[src/design/qbmp_pkg.sv]
`default_nettype none
package qbmp_pkg;

  localparam int PIX_W     = 8;
  localparam int MEAN_W    = 8;
  localparam int LEVEL_W   = 4;
  localparam int BASE_W    = 12;
  localparam int COORD_W   = 13;
  localparam int CFG_W     = 12;
  localparam int CFG_IDX_W = 2;

  localparam logic [CFG_IDX_W-1:0] CFG_SIDE_LOG2 = 2'd0;
  localparam logic [CFG_IDX_W-1:0] CFG_BASE_X    = 2'd1;
  localparam logic [CFG_IDX_W-1:0] CFG_BASE_Y    = 2'd2;

  localparam logic [LEVEL_W-1:0] SIDE_LOG2_RESET = 4'd10;

  typedef struct packed {
    logic               valid;
    logic [LEVEL_W-1:0] level;
    logic [COORD_W-1:0] corner_x;
    logic [COORD_W-1:0] corner_y;
    logic [MEAN_W-1:0]  mean;
    logic               last;
  } node_t;

  typedef struct packed {
    logic clear;
    logic load;
    logic shift;
  } cell_ctl_t;

endpackage
`default_nettype wire

[src/design/qbmp_in_if.sv]
`default_nettype none
interface qbmp_in_if;
  logic                      valid;
  logic                      ready;
  logic [qbmp_pkg::PIX_W-1:0] pixel;

  modport source (output valid, output pixel, input ready);
  modport sink   (input valid, input pixel, output ready);
endinterface
`default_nettype wire

[src/design/qbmp_out_if.sv]
`default_nettype none
interface qbmp_out_if;
  logic                         valid;
  logic                         ready;
  logic [qbmp_pkg::LEVEL_W-1:0] level;
  logic [qbmp_pkg::COORD_W-1:0] corner_x;
  logic [qbmp_pkg::COORD_W-1:0] corner_y;
  logic [qbmp_pkg::MEAN_W-1:0]  mean;
  logic                         last;

  modport source (output valid, output level, output corner_x, output corner_y,
                  output mean, output last, input ready);
  modport sink   (input valid, input level, input corner_x, input corner_y,
                  input mean, input last, output ready);
endinterface
`default_nettype wire

[src/design/qbmp_cell.sv]
`default_nettype none
// One tree level, addressed by its span above the leaf: running sum plus one
// result slot that shifts toward the output register.
module qbmp_cell #(
  parameter int SPAN          = 1,
  parameter int MAX_SIDE_LOG2 = 10
) (
  input  wire                                clk,
  input  wire                                rst_n,
  input  wire  qbmp_pkg::cell_ctl_t          ctl,
  input  wire  [qbmp_pkg::PIX_W-1:0]         pixel,
  input  wire  [qbmp_pkg::LEVEL_W-1:0]       side_log2,
  input  wire  [2*MAX_SIDE_LOG2-1:0]         next_idx,
  input  wire  [MAX_SIDE_LOG2-1:0]           off_x,
  input  wire  [MAX_SIDE_LOG2-1:0]           off_y,
  input  wire  [qbmp_pkg::BASE_W-1:0]        base_x,
  input  wire  [qbmp_pkg::BASE_W-1:0]        base_y,
  input  wire                                comp_up,
  output logic                               comp,
  input  wire  qbmp_pkg::node_t              node_in,
  output qbmp_pkg::node_t                    node_out
);

  localparam int SUM_W = qbmp_pkg::PIX_W + 2 * SPAN;
  localparam logic [MAX_SIDE_LOG2-1:0] CMASK = ~MAX_SIDE_LOG2'((1 << SPAN) - 1);

  logic [SUM_W-1:0] sum_r, sum_nxt, acc;
  logic             active;
  qbmp_pkg::node_t  node_r, node_nxt, fresh;

  always_comb begin
    active = (side_log2 >= qbmp_pkg::LEVEL_W'(SPAN));
    acc    = sum_r + SUM_W'(pixel);
    comp   = active && (next_idx[2*SPAN-1:0] == '0);

    fresh.valid    = comp;
    fresh.level    = side_log2 - qbmp_pkg::LEVEL_W'(SPAN);
    fresh.corner_x = qbmp_pkg::COORD_W'(base_x) + qbmp_pkg::COORD_W'(off_x & CMASK);
    fresh.corner_y = qbmp_pkg::COORD_W'(base_y) + qbmp_pkg::COORD_W'(off_y & CMASK);
    fresh.mean     = acc[2*SPAN +: qbmp_pkg::MEAN_W];
    fresh.last     = comp && !comp_up;

    sum_nxt = sum_r;
    if (ctl.clear) begin
      sum_nxt = '0;
    end else if (ctl.load && active) begin
      sum_nxt = comp ? '0 : acc;
    end

    node_nxt = node_r;
    if (ctl.load) begin
      node_nxt = fresh;
    end else if (ctl.shift) begin
      node_nxt = node_in;
    end
  end

  always_ff @(posedge clk) begin
    if (!rst_n) begin
      sum_r  <= '0;
      node_r <= '0;
    end else begin
      sum_r  <= sum_nxt;
      node_r <= node_nxt;
    end
  end

  assign node_out = node_r;

endmodule
`default_nettype wire

[src/design/quadtree_block_mean_pyramid.sv]
`default_nettype none
// Quadtree block-mean pyramid. Pixels of a 2^side_log2 square region enter one
// per item in quadtree order (TL, TR, BR, BL, recursively). Each pixel yields
// its leaf node, then every block it completes, bottom up, with level, corner
// and floor mean; last marks the final result of a pixel. Each level above the
// leaf is one cell holding its running sum and a result slot; slots drain one
// per cycle through the single output register while out_ch is not stalled.
// A pixel is held off until the slots of the previous pixel have drained, so
// one pixel per cycle only while pixels close no block and out_ch is ready.
// Writing side_log2 restarts the region; base_x/base_y apply to later items.
// There is no clearing pass after reset.
module quadtree_block_mean_pyramid #(
  parameter int MAX_SIDE_LOG2 = 10
) (
  input  wire                                  clk,
  input  wire                                  rst_n,
  qbmp_in_if.sink                              in_ch,
  qbmp_out_if.source                           out_ch,
  input  wire                                  cfg_we,
  input  wire  [qbmp_pkg::CFG_IDX_W-1:0]       cfg_index,
  input  wire  [qbmp_pkg::CFG_W-1:0]           cfg_data
);

  localparam int IDX_W = 2 * MAX_SIDE_LOG2;

  logic [qbmp_pkg::LEVEL_W-1:0] side_r, eff_l;
  logic [qbmp_pkg::BASE_W-1:0]  base_x_r, base_y_r;
  logic [IDX_W-1:0]             idx_r, idx_nxt, idx_mask, next_idx;
  logic [MAX_SIDE_LOG2-1:0]     off_x, off_y;
  logic                         adv, accept, busy, clear;
  qbmp_pkg::cell_ctl_t          ctl;
  qbmp_pkg::node_t              out_r, out_nxt, leaf;
  qbmp_pkg::node_t              chain [MAX_SIDE_LOG2+1:1];
  logic                         comp  [MAX_SIDE_LOG2+1:1];

  assign chain[MAX_SIDE_LOG2+1] = '0;
  assign comp[MAX_SIDE_LOG2+1]  = 1'b0;

  always_comb begin
    eff_l = (side_r > qbmp_pkg::LEVEL_W'(MAX_SIDE_LOG2)) ?
            qbmp_pkg::LEVEL_W'(MAX_SIDE_LOG2) : side_r;
    for (int j = 0; j < IDX_W; j++) begin
      idx_mask[j] = (j < 2 * int'(eff_l));
    end
    next_idx = (idx_r + IDX_W'(1)) & idx_mask;
    for (int m = 0; m < MAX_SIDE_LOG2; m++) begin
      off_x[m] = idx_r[2*m] ^ idx_r[2*m+1];
      off_y[m] = idx_r[2*m+1];
    end
    busy = 1'b0;
    for (int s = 1; s <= MAX_SIDE_LOG2; s++) begin
      busy = busy | chain[s].valid;
    end
  end

  assign adv          = !out_r.valid || out_ch.ready;
  assign in_ch.ready  = adv && !busy;
  assign accept       = in_ch.valid && in_ch.ready;
  assign clear        = cfg_we && (cfg_index == qbmp_pkg::CFG_SIDE_LOG2);
  assign ctl.clear    = clear;
  assign ctl.load     = accept;
  assign ctl.shift    = adv && !accept;

  genvar s;
  generate
    for (s = 1; s <= MAX_SIDE_LOG2; s++) begin : g_cell
      qbmp_cell #(
        .SPAN          (s),
        .MAX_SIDE_LOG2 (MAX_SIDE_LOG2)
      ) u_cell (
        .clk       (clk),
        .rst_n     (rst_n),
        .ctl       (ctl),
        .pixel     (in_ch.pixel),
        .side_log2 (eff_l),
        .next_idx  (next_idx),
        .off_x     (off_x),
        .off_y     (off_y),
        .base_x    (base_x_r),
        .base_y    (base_y_r),
        .comp_up   (comp[s+1]),
        .comp      (comp[s]),
        .node_in   (chain[s+1]),
        .node_out  (chain[s])
      );
    end
  endgenerate

  always_comb begin
    leaf.valid    = 1'b1;
    leaf.level    = eff_l;
    leaf.corner_x = qbmp_pkg::COORD_W'(base_x_r) + qbmp_pkg::COORD_W'(off_x);
    leaf.corner_y = qbmp_pkg::COORD_W'(base_y_r) + qbmp_pkg::COORD_W'(off_y);
    leaf.mean     = in_ch.pixel;
    leaf.last     = !comp[1];

    out_nxt = out_r;
    if (accept) begin
      out_nxt = leaf;
    end else if (adv) begin
      out_nxt = chain[1];
    end

    idx_nxt = idx_r;
    if (clear) begin
      idx_nxt = '0;
    end else if (accept) begin
      idx_nxt = next_idx;
    end
  end

  always_ff @(posedge clk) begin
    if (!rst_n) begin
      side_r   <= qbmp_pkg::SIDE_LOG2_RESET;
      base_x_r <= '0;
      base_y_r <= '0;
      idx_r    <= '0;
      out_r    <= '0;
    end else begin
      idx_r <= idx_nxt;
      out_r <= out_nxt;
      if (cfg_we) begin
        case (cfg_index)
          qbmp_pkg::CFG_SIDE_LOG2: side_r   <= cfg_data[qbmp_pkg::LEVEL_W-1:0];
          qbmp_pkg::CFG_BASE_X:    base_x_r <= cfg_data[qbmp_pkg::BASE_W-1:0];
          qbmp_pkg::CFG_BASE_Y:    base_y_r <= cfg_data[qbmp_pkg::BASE_W-1:0];
          default: ;
        endcase
      end
    end
  end

  assign out_ch.valid    = out_r.valid;
  assign out_ch.level    = out_r.level;
  assign out_ch.corner_x = out_r.corner_x;
  assign out_ch.corner_y = out_r.corner_y;
  assign out_ch.mean     = out_r.mean;
  assign out_ch.last     = out_r.last;

endmodule
`default_nettype wire

[src/flat_wrapper.sv]
// flat-port wrapper written by rule: the top's interface ports become plain ports
module quadtree_block_mean_pyramid_flat 
#(
  parameter int MAX_SIDE_LOG2 = 10
)
  (clk, rst_n, cfg_we, cfg_index, cfg_data, in_ch_valid, in_ch_pixel, in_ch_ready, out_ch_valid, out_ch_level, out_ch_corner_x, out_ch_corner_y, out_ch_mean, out_ch_last, out_ch_ready);
  qbmp_in_if in_ch_i ();
  qbmp_out_if out_ch_i ();
  input  wire clk;
  input  wire rst_n;
  input  wire cfg_we;
  input  wire  [qbmp_pkg::CFG_IDX_W-1:0] cfg_index;
  input  wire  [qbmp_pkg::CFG_W-1:0] cfg_data;
  input wire logic [$bits(in_ch_i.valid)-1:0] in_ch_valid;
  input wire logic [$bits(in_ch_i.pixel)-1:0] in_ch_pixel;
  output wire logic [$bits(in_ch_i.ready)-1:0] in_ch_ready;
  output wire logic [$bits(out_ch_i.valid)-1:0] out_ch_valid;
  output wire logic [$bits(out_ch_i.level)-1:0] out_ch_level;
  output wire logic [$bits(out_ch_i.corner_x)-1:0] out_ch_corner_x;
  output wire logic [$bits(out_ch_i.corner_y)-1:0] out_ch_corner_y;
  output wire logic [$bits(out_ch_i.mean)-1:0] out_ch_mean;
  output wire logic [$bits(out_ch_i.last)-1:0] out_ch_last;
  input wire logic [$bits(out_ch_i.ready)-1:0] out_ch_ready;
  assign in_ch_i.valid = in_ch_valid;
  assign in_ch_i.pixel = in_ch_pixel;
  assign in_ch_ready = in_ch_i.ready;
  assign out_ch_valid = out_ch_i.valid;
  assign out_ch_level = out_ch_i.level;
  assign out_ch_corner_x = out_ch_i.corner_x;
  assign out_ch_corner_y = out_ch_i.corner_y;
  assign out_ch_mean = out_ch_i.mean;
  assign out_ch_last = out_ch_i.last;
  assign out_ch_i.ready = out_ch_ready;
  quadtree_block_mean_pyramid #(.MAX_SIDE_LOG2(MAX_SIDE_LOG2)) u_core (.clk(clk), .rst_n(rst_n), .in_ch(in_ch_i), .out_ch(out_ch_i), .cfg_we(cfg_we), .cfg_index(cfg_index), .cfg_data(cfg_data));
endmodule
[config.mk]
export PLATFORM = sky130hd
export DESIGN_NAME = quadtree_block_mean_pyramid_flat
export DESIGN_NICKNAME = d
export VERILOG_FILES = /design/src/design/qbmp_pkg.sv /design/src/design/qbmp_in_if.sv /design/src/design/qbmp_out_if.sv /design/src/design/qbmp_cell.sv /design/src/design/quadtree_block_mean_pyramid.sv /design/src/flat_wrapper.sv
export SDC_FILE = /design/constraint.sdc
export NUM_CORES = 2
export LEC_CHECK = 0
export ABC_AREA = 1
export BUFFER_PORTS_ARGS = -buffer_cell sky130_fd_sc_hd__clkbuf_2
export CORE_MARGIN = 5
export CORE_UTILIZATION = 60
export DETAILED_ROUTE_END_ITERATION = 10
export GPL_TIMING_DRIVEN = 0
export PLACE_DENSITY = 0.86
export SETUP_SLACK_MARGIN = 0.15
export SYNTH_ARGS = -nofsm -noshare
export SYNTH_HDL_FRONTEND = slang
export SYNTH_SLANG_ARGS = --single-unit
[constraint.sdc]
create_clock -name clk -period 3.03 [get_ports clk]
set_clock_uncertainty 0.05 [all_clocks]
set_input_delay 0.303 -clock clk [delete_from_list [all_inputs] [get_ports clk]]
set_output_delay 0.303 -clock clk [all_outputs]
set_load 0.03 [all_outputs]
==> flow_summary.json <==
{
  "run_status": "finished clean",
  "number_of_buffers_and_inverters_on_the_critical_path": 2,
  "boundaryPins": 68,
  "critical_path.slowest_cell": "sky130_fd_sc_hd__dfxtp_2",
  "count_of_clock_tree_sinks": 675,
  "yosysWarnings": 0,
  "timing.critical_path.slowest_cell_delay_ns": 0.46,
  "timing.slew.headroom_pct": 18.5,
  "worst-r2r-cell-count": 11,
  "fin_area_mm2": 0.0413,
  "post-route-drc-count": 0,
  "path_max_fanout": 6,
  "cts_max_level": 3,
  "min_period_ns": 2.88,
  "worst-endpoint-arrival_ns": 3.36,
  "worst-endpoint-required_ns": 3.50,
  "routed_via_density": 6.12,
  "globalRouteOverflowTotal": 0,
  "report.final.hold_viol_count": 0,
  "synth-seq-cells": 675,
  "numCtsBuffers": 72,
  "vias_in_the_first_global_route": 35537,
  "port_buffers": 67,
  "synth.cell_area_mm2": 0.0369,
  "post_dp_cell_area_mm2": 0.0382,
  "cts-root-buf": "sky130_fd_sc_hd__clkbuf_16",
  "maximum_number_of_pins_on_one_net_before_global_route_repair": 17,
  "worst_setup_hold_path_clk_slew_ns": 0.06,
  "area_overhead_of_the_layout_relative_to_synthesis_pct": 12.1,
  "depth_of_the_critical_timing_path_with_buffers_and_inverters_included": 11,
  "drt_pre_antenna_iters": 8,
  "finalNetCount": 5584,
  "dp_worst_setup_slack_ns": -0.568,
  "cp-end-kind": "register",
  "num_vias": 38248,
  "initial_core_utilization_pct": 60.9,
  "holdWs_ns": 0.0493,
  "dominantRegCellSynth": "sky130_fd_sc_hd__dfxtp_1",
  "hold_depth": 3,
  "grt_setup_unrepaired": "yes",
  "share_of_post_route_cells_with_drive_strength_above_1_pct": 8.78,
  "worst_path_setup_slack_after_routing_ns": 0.146,
  "report.final.setup_viol": 0,
  "maxCapViolCount": 0,
  "fp.dieW_um": 258,
  "sequence_of_cells_on_the_critical_path": "ha_2, ha_1, fa_2, inv_1, o21ai_0, a21oi_1, nand3_1, o21ai_0, nor2_1, o21bai_1, inv_1",
  "maxSlewViolCount": 0,
  "r2r-start": "u_core.idx_r[7]",
  "drtIter0Drc": 5112,
  "clk-insertion-delay-late_ns": 0.64,
  "whs_endpoint": "u_core.side_r[2]",
  "clk_path_buf_depth": 3,
  "synth_enable_flop_cells": 0,
  "rrSetupSlack_ns": 0.15,
  "grtUsageTotal_pct": 41.4,
  "tightest_slew_ns": 1.22,
  "period_share_pct": 95.2,
  "gp_routability_congestion": 1.07,
  "routed_wire_length_per_instance_um": 23.1,
  "floorplan.die.height_um": 258,
  "grt_pass1_wl_um": 213000,
  "critPathTopFamily": "adder cells",
  "min-delay-path-class": "input port to register",
  "syn_area_per_cell_um2": 7.06,
  "hold_path_startpoint": "cfg_data[2]",
  "leakagePower_nw": 18.8,
  "worst_ir_drop_vdd_mv": 0.600,
  "cell_pwr_density_mw_per_mm2": 1030,
  "std_cell_rows": 90,
  "die-area_mm2": 0.0665,
  "place.detailed.hpwl_um": 107000,
  "antenna_found_initial": 4,
  "synth_sequential_area_ratio_pct": 36.6,
  "floorplan.core_area_mm2": 0.0606,
  "fmax_mhz": 347,
  "tritoncts": "yes",
  "worstSetupStartpointType": "register",
  "reg2reg_to": "u_core.g_cell[1].u_cell.node_out[31]",
  "wirelength_um": 144000,
  "worst-setup-path-type": "register to register",
  "netlist_instances": 5226,
  "async_flop_share_pct": 0,
  "route.antenna.remaining_nets": 0,
  "synthDistinctLibCells": 55,
  "mappedNetlistNets": 5405
}
==> cells in the final DEF (no fill, tap or decap), types with 80 or more instances in the layout <==
cell type                  count
sky130_fd_sc_hd__a21oi_1     559
sky130_fd_sc_hd__clkbuf_1    196
sky130_fd_sc_hd__clkbuf_2     80
sky130_fd_sc_hd__dfxtp_1     662
sky130_fd_sc_hd__ha_1        116
sky130_fd_sc_hd__inv_1       628
sky130_fd_sc_hd__nand2_1    1097
sky130_fd_sc_hd__nand3_1     304
sky130_fd_sc_hd__nor2_1      229
sky130_fd_sc_hd__o211ai_1    243
sky130_fd_sc_hd__o21ai_0     415
sky130_fd_sc_hd__xor2_1      149
==> cells by family after synthesis <==
family                   share of synthesized area (%)
AO/OA/AOI/OAI                                     21.4
XOR/XNOR                                          4.96
adder cells (fa/ha/maj)                           5.73
buffers and inverters                             9.93
flip-flops                                        36.6
AND/OR/NAND/NOR                                   21.3
==> stage by stage <==
stage                     power (mW)  util (%)  std cells  TNS, ns
final                           42.4      68.2       6245        0
after global routing            44.1      68.2       6241        0
after floorplan                 24.8         -       5226        0
after CTS                       41.2      67.6       6219        0
after detailed placement        31.8      63.0       6076   -82.76
after global placement          31.6      63.0       6075   -73.37
==> area by class of cell <==
cell class / instances / area [um2]
inverters: 660 / 2500
clock buffers: 100 / 2030
repair buffers: 105 / 651
repair inverters: 1 / 5.00
flip-flops and latches: 675 / 13500
plain buffers: 287 / 1250
diodes: 5 / 12.5
well taps: 782 / 978
multi-input cells: 3603 / 20100
clock inverters: 27 / 325
fillers: 5278 / 19200
==> worst max-delay path by stage <==
stage                      from                                    to  slack, ns
5_1_grt        u_core.side_r[2]     u_core.g_cell[8].u_cell.sum_r[11]       0.11
3_5_place_dp   u_core.idx_r[13]            u_core.out_ch.corner_x[10]      -0.57
3_3_place_gp       out_ch_ready   u_core.g_cell[3].u_cell.node_out[9]      -0.59
2_1_floorplan  u_core.side_r[2]     u_core.g_cell[5].u_cell.sum_r[11]       0.40
6_report        u_core.idx_r[7]  u_core.g_cell[1].u_cell.node_out[31]       0.15
4_1_cts        u_core.idx_r[19]            u_core.out_ch.corner_x[10]      0.008
==> synthesized netlist by cell type (all sizes together) (50+ instances only) <==
cell / n / share of area, %
nand2: 1127 / 12
dfxtp: 675 / 37
inv: 653 / 6.6
a21oi: 569 / 7.8
o21ai: 442 / 6.0
nand3: 309 / 4.3
nor2: 253 / 2.8
o211ai: 244 / 5.0
clkbuf: 197 / 2.0
xor2: 150 / 3.6
ha: 124 / 4.2
buf: 91 / 1.2
or2: 70 / 1.2
xnor2: 59 / 1.4
o21bai: 55 / 1.1
nor3: 50 / 0.68
==> what timing repair did <==
item                                    in CTS  in global routing
resized for setup                          101                 85
endpoints found under the hold margin       14                  0
gates cloned                                 0                  1
endpoints found under the setup margin     459                393
hold buffers                                 8                  0
pin swaps                                    5                 12
setup buffers                                9                 20
==> worst reg2reg max path, delay by kind of cell, from the launching register on <==
| family | cells | cell delay, ns |
|---|---|---|
| buffers and inverters | 2 | 0.26 |
| DFF | 1 | 0.46 |
| AOI/OAI and AO/OA | 4 | 0.69 |
| and+or+nand+nor | 2 | 0.18 |
| adders and majority gates | 3 | 1.12 |
==> per-layer routing <==
metal	routed length (um)	GRT usage, %	share of wire [%]
met1	54500	52.4	38
met2	62000	64.1	43
met3	15100	7.67	10
met4	12500	28.5	8.7
met5	24	0	0.017
==> power by group <==
part	switching [mW]	internal (mW)
clock network	3.90	5.14
registers	1.57	11.2
logic	14.7	5.91
total	20.2	22.2
==> sequential cells by signal (all words and copies together), names as in the netlist <==
name,flops
u_core.out_ch.corner_y,13
u_core.out_ch.valid,1
u_core.g_cell.u_cell.sum_r,190
u_core.base_y_r,12
u_core.out_ch.corner_x,13
u_core.out_ch.mean,8
u_core.base_x_r,12
u_core.side_r,4
u_core.idx_r,20
u_core.g_cell.u_cell.node_out,397
u_core.out_ch.level,4
u_core.out_ch.last,1
(Power assumes the default switching activity.)
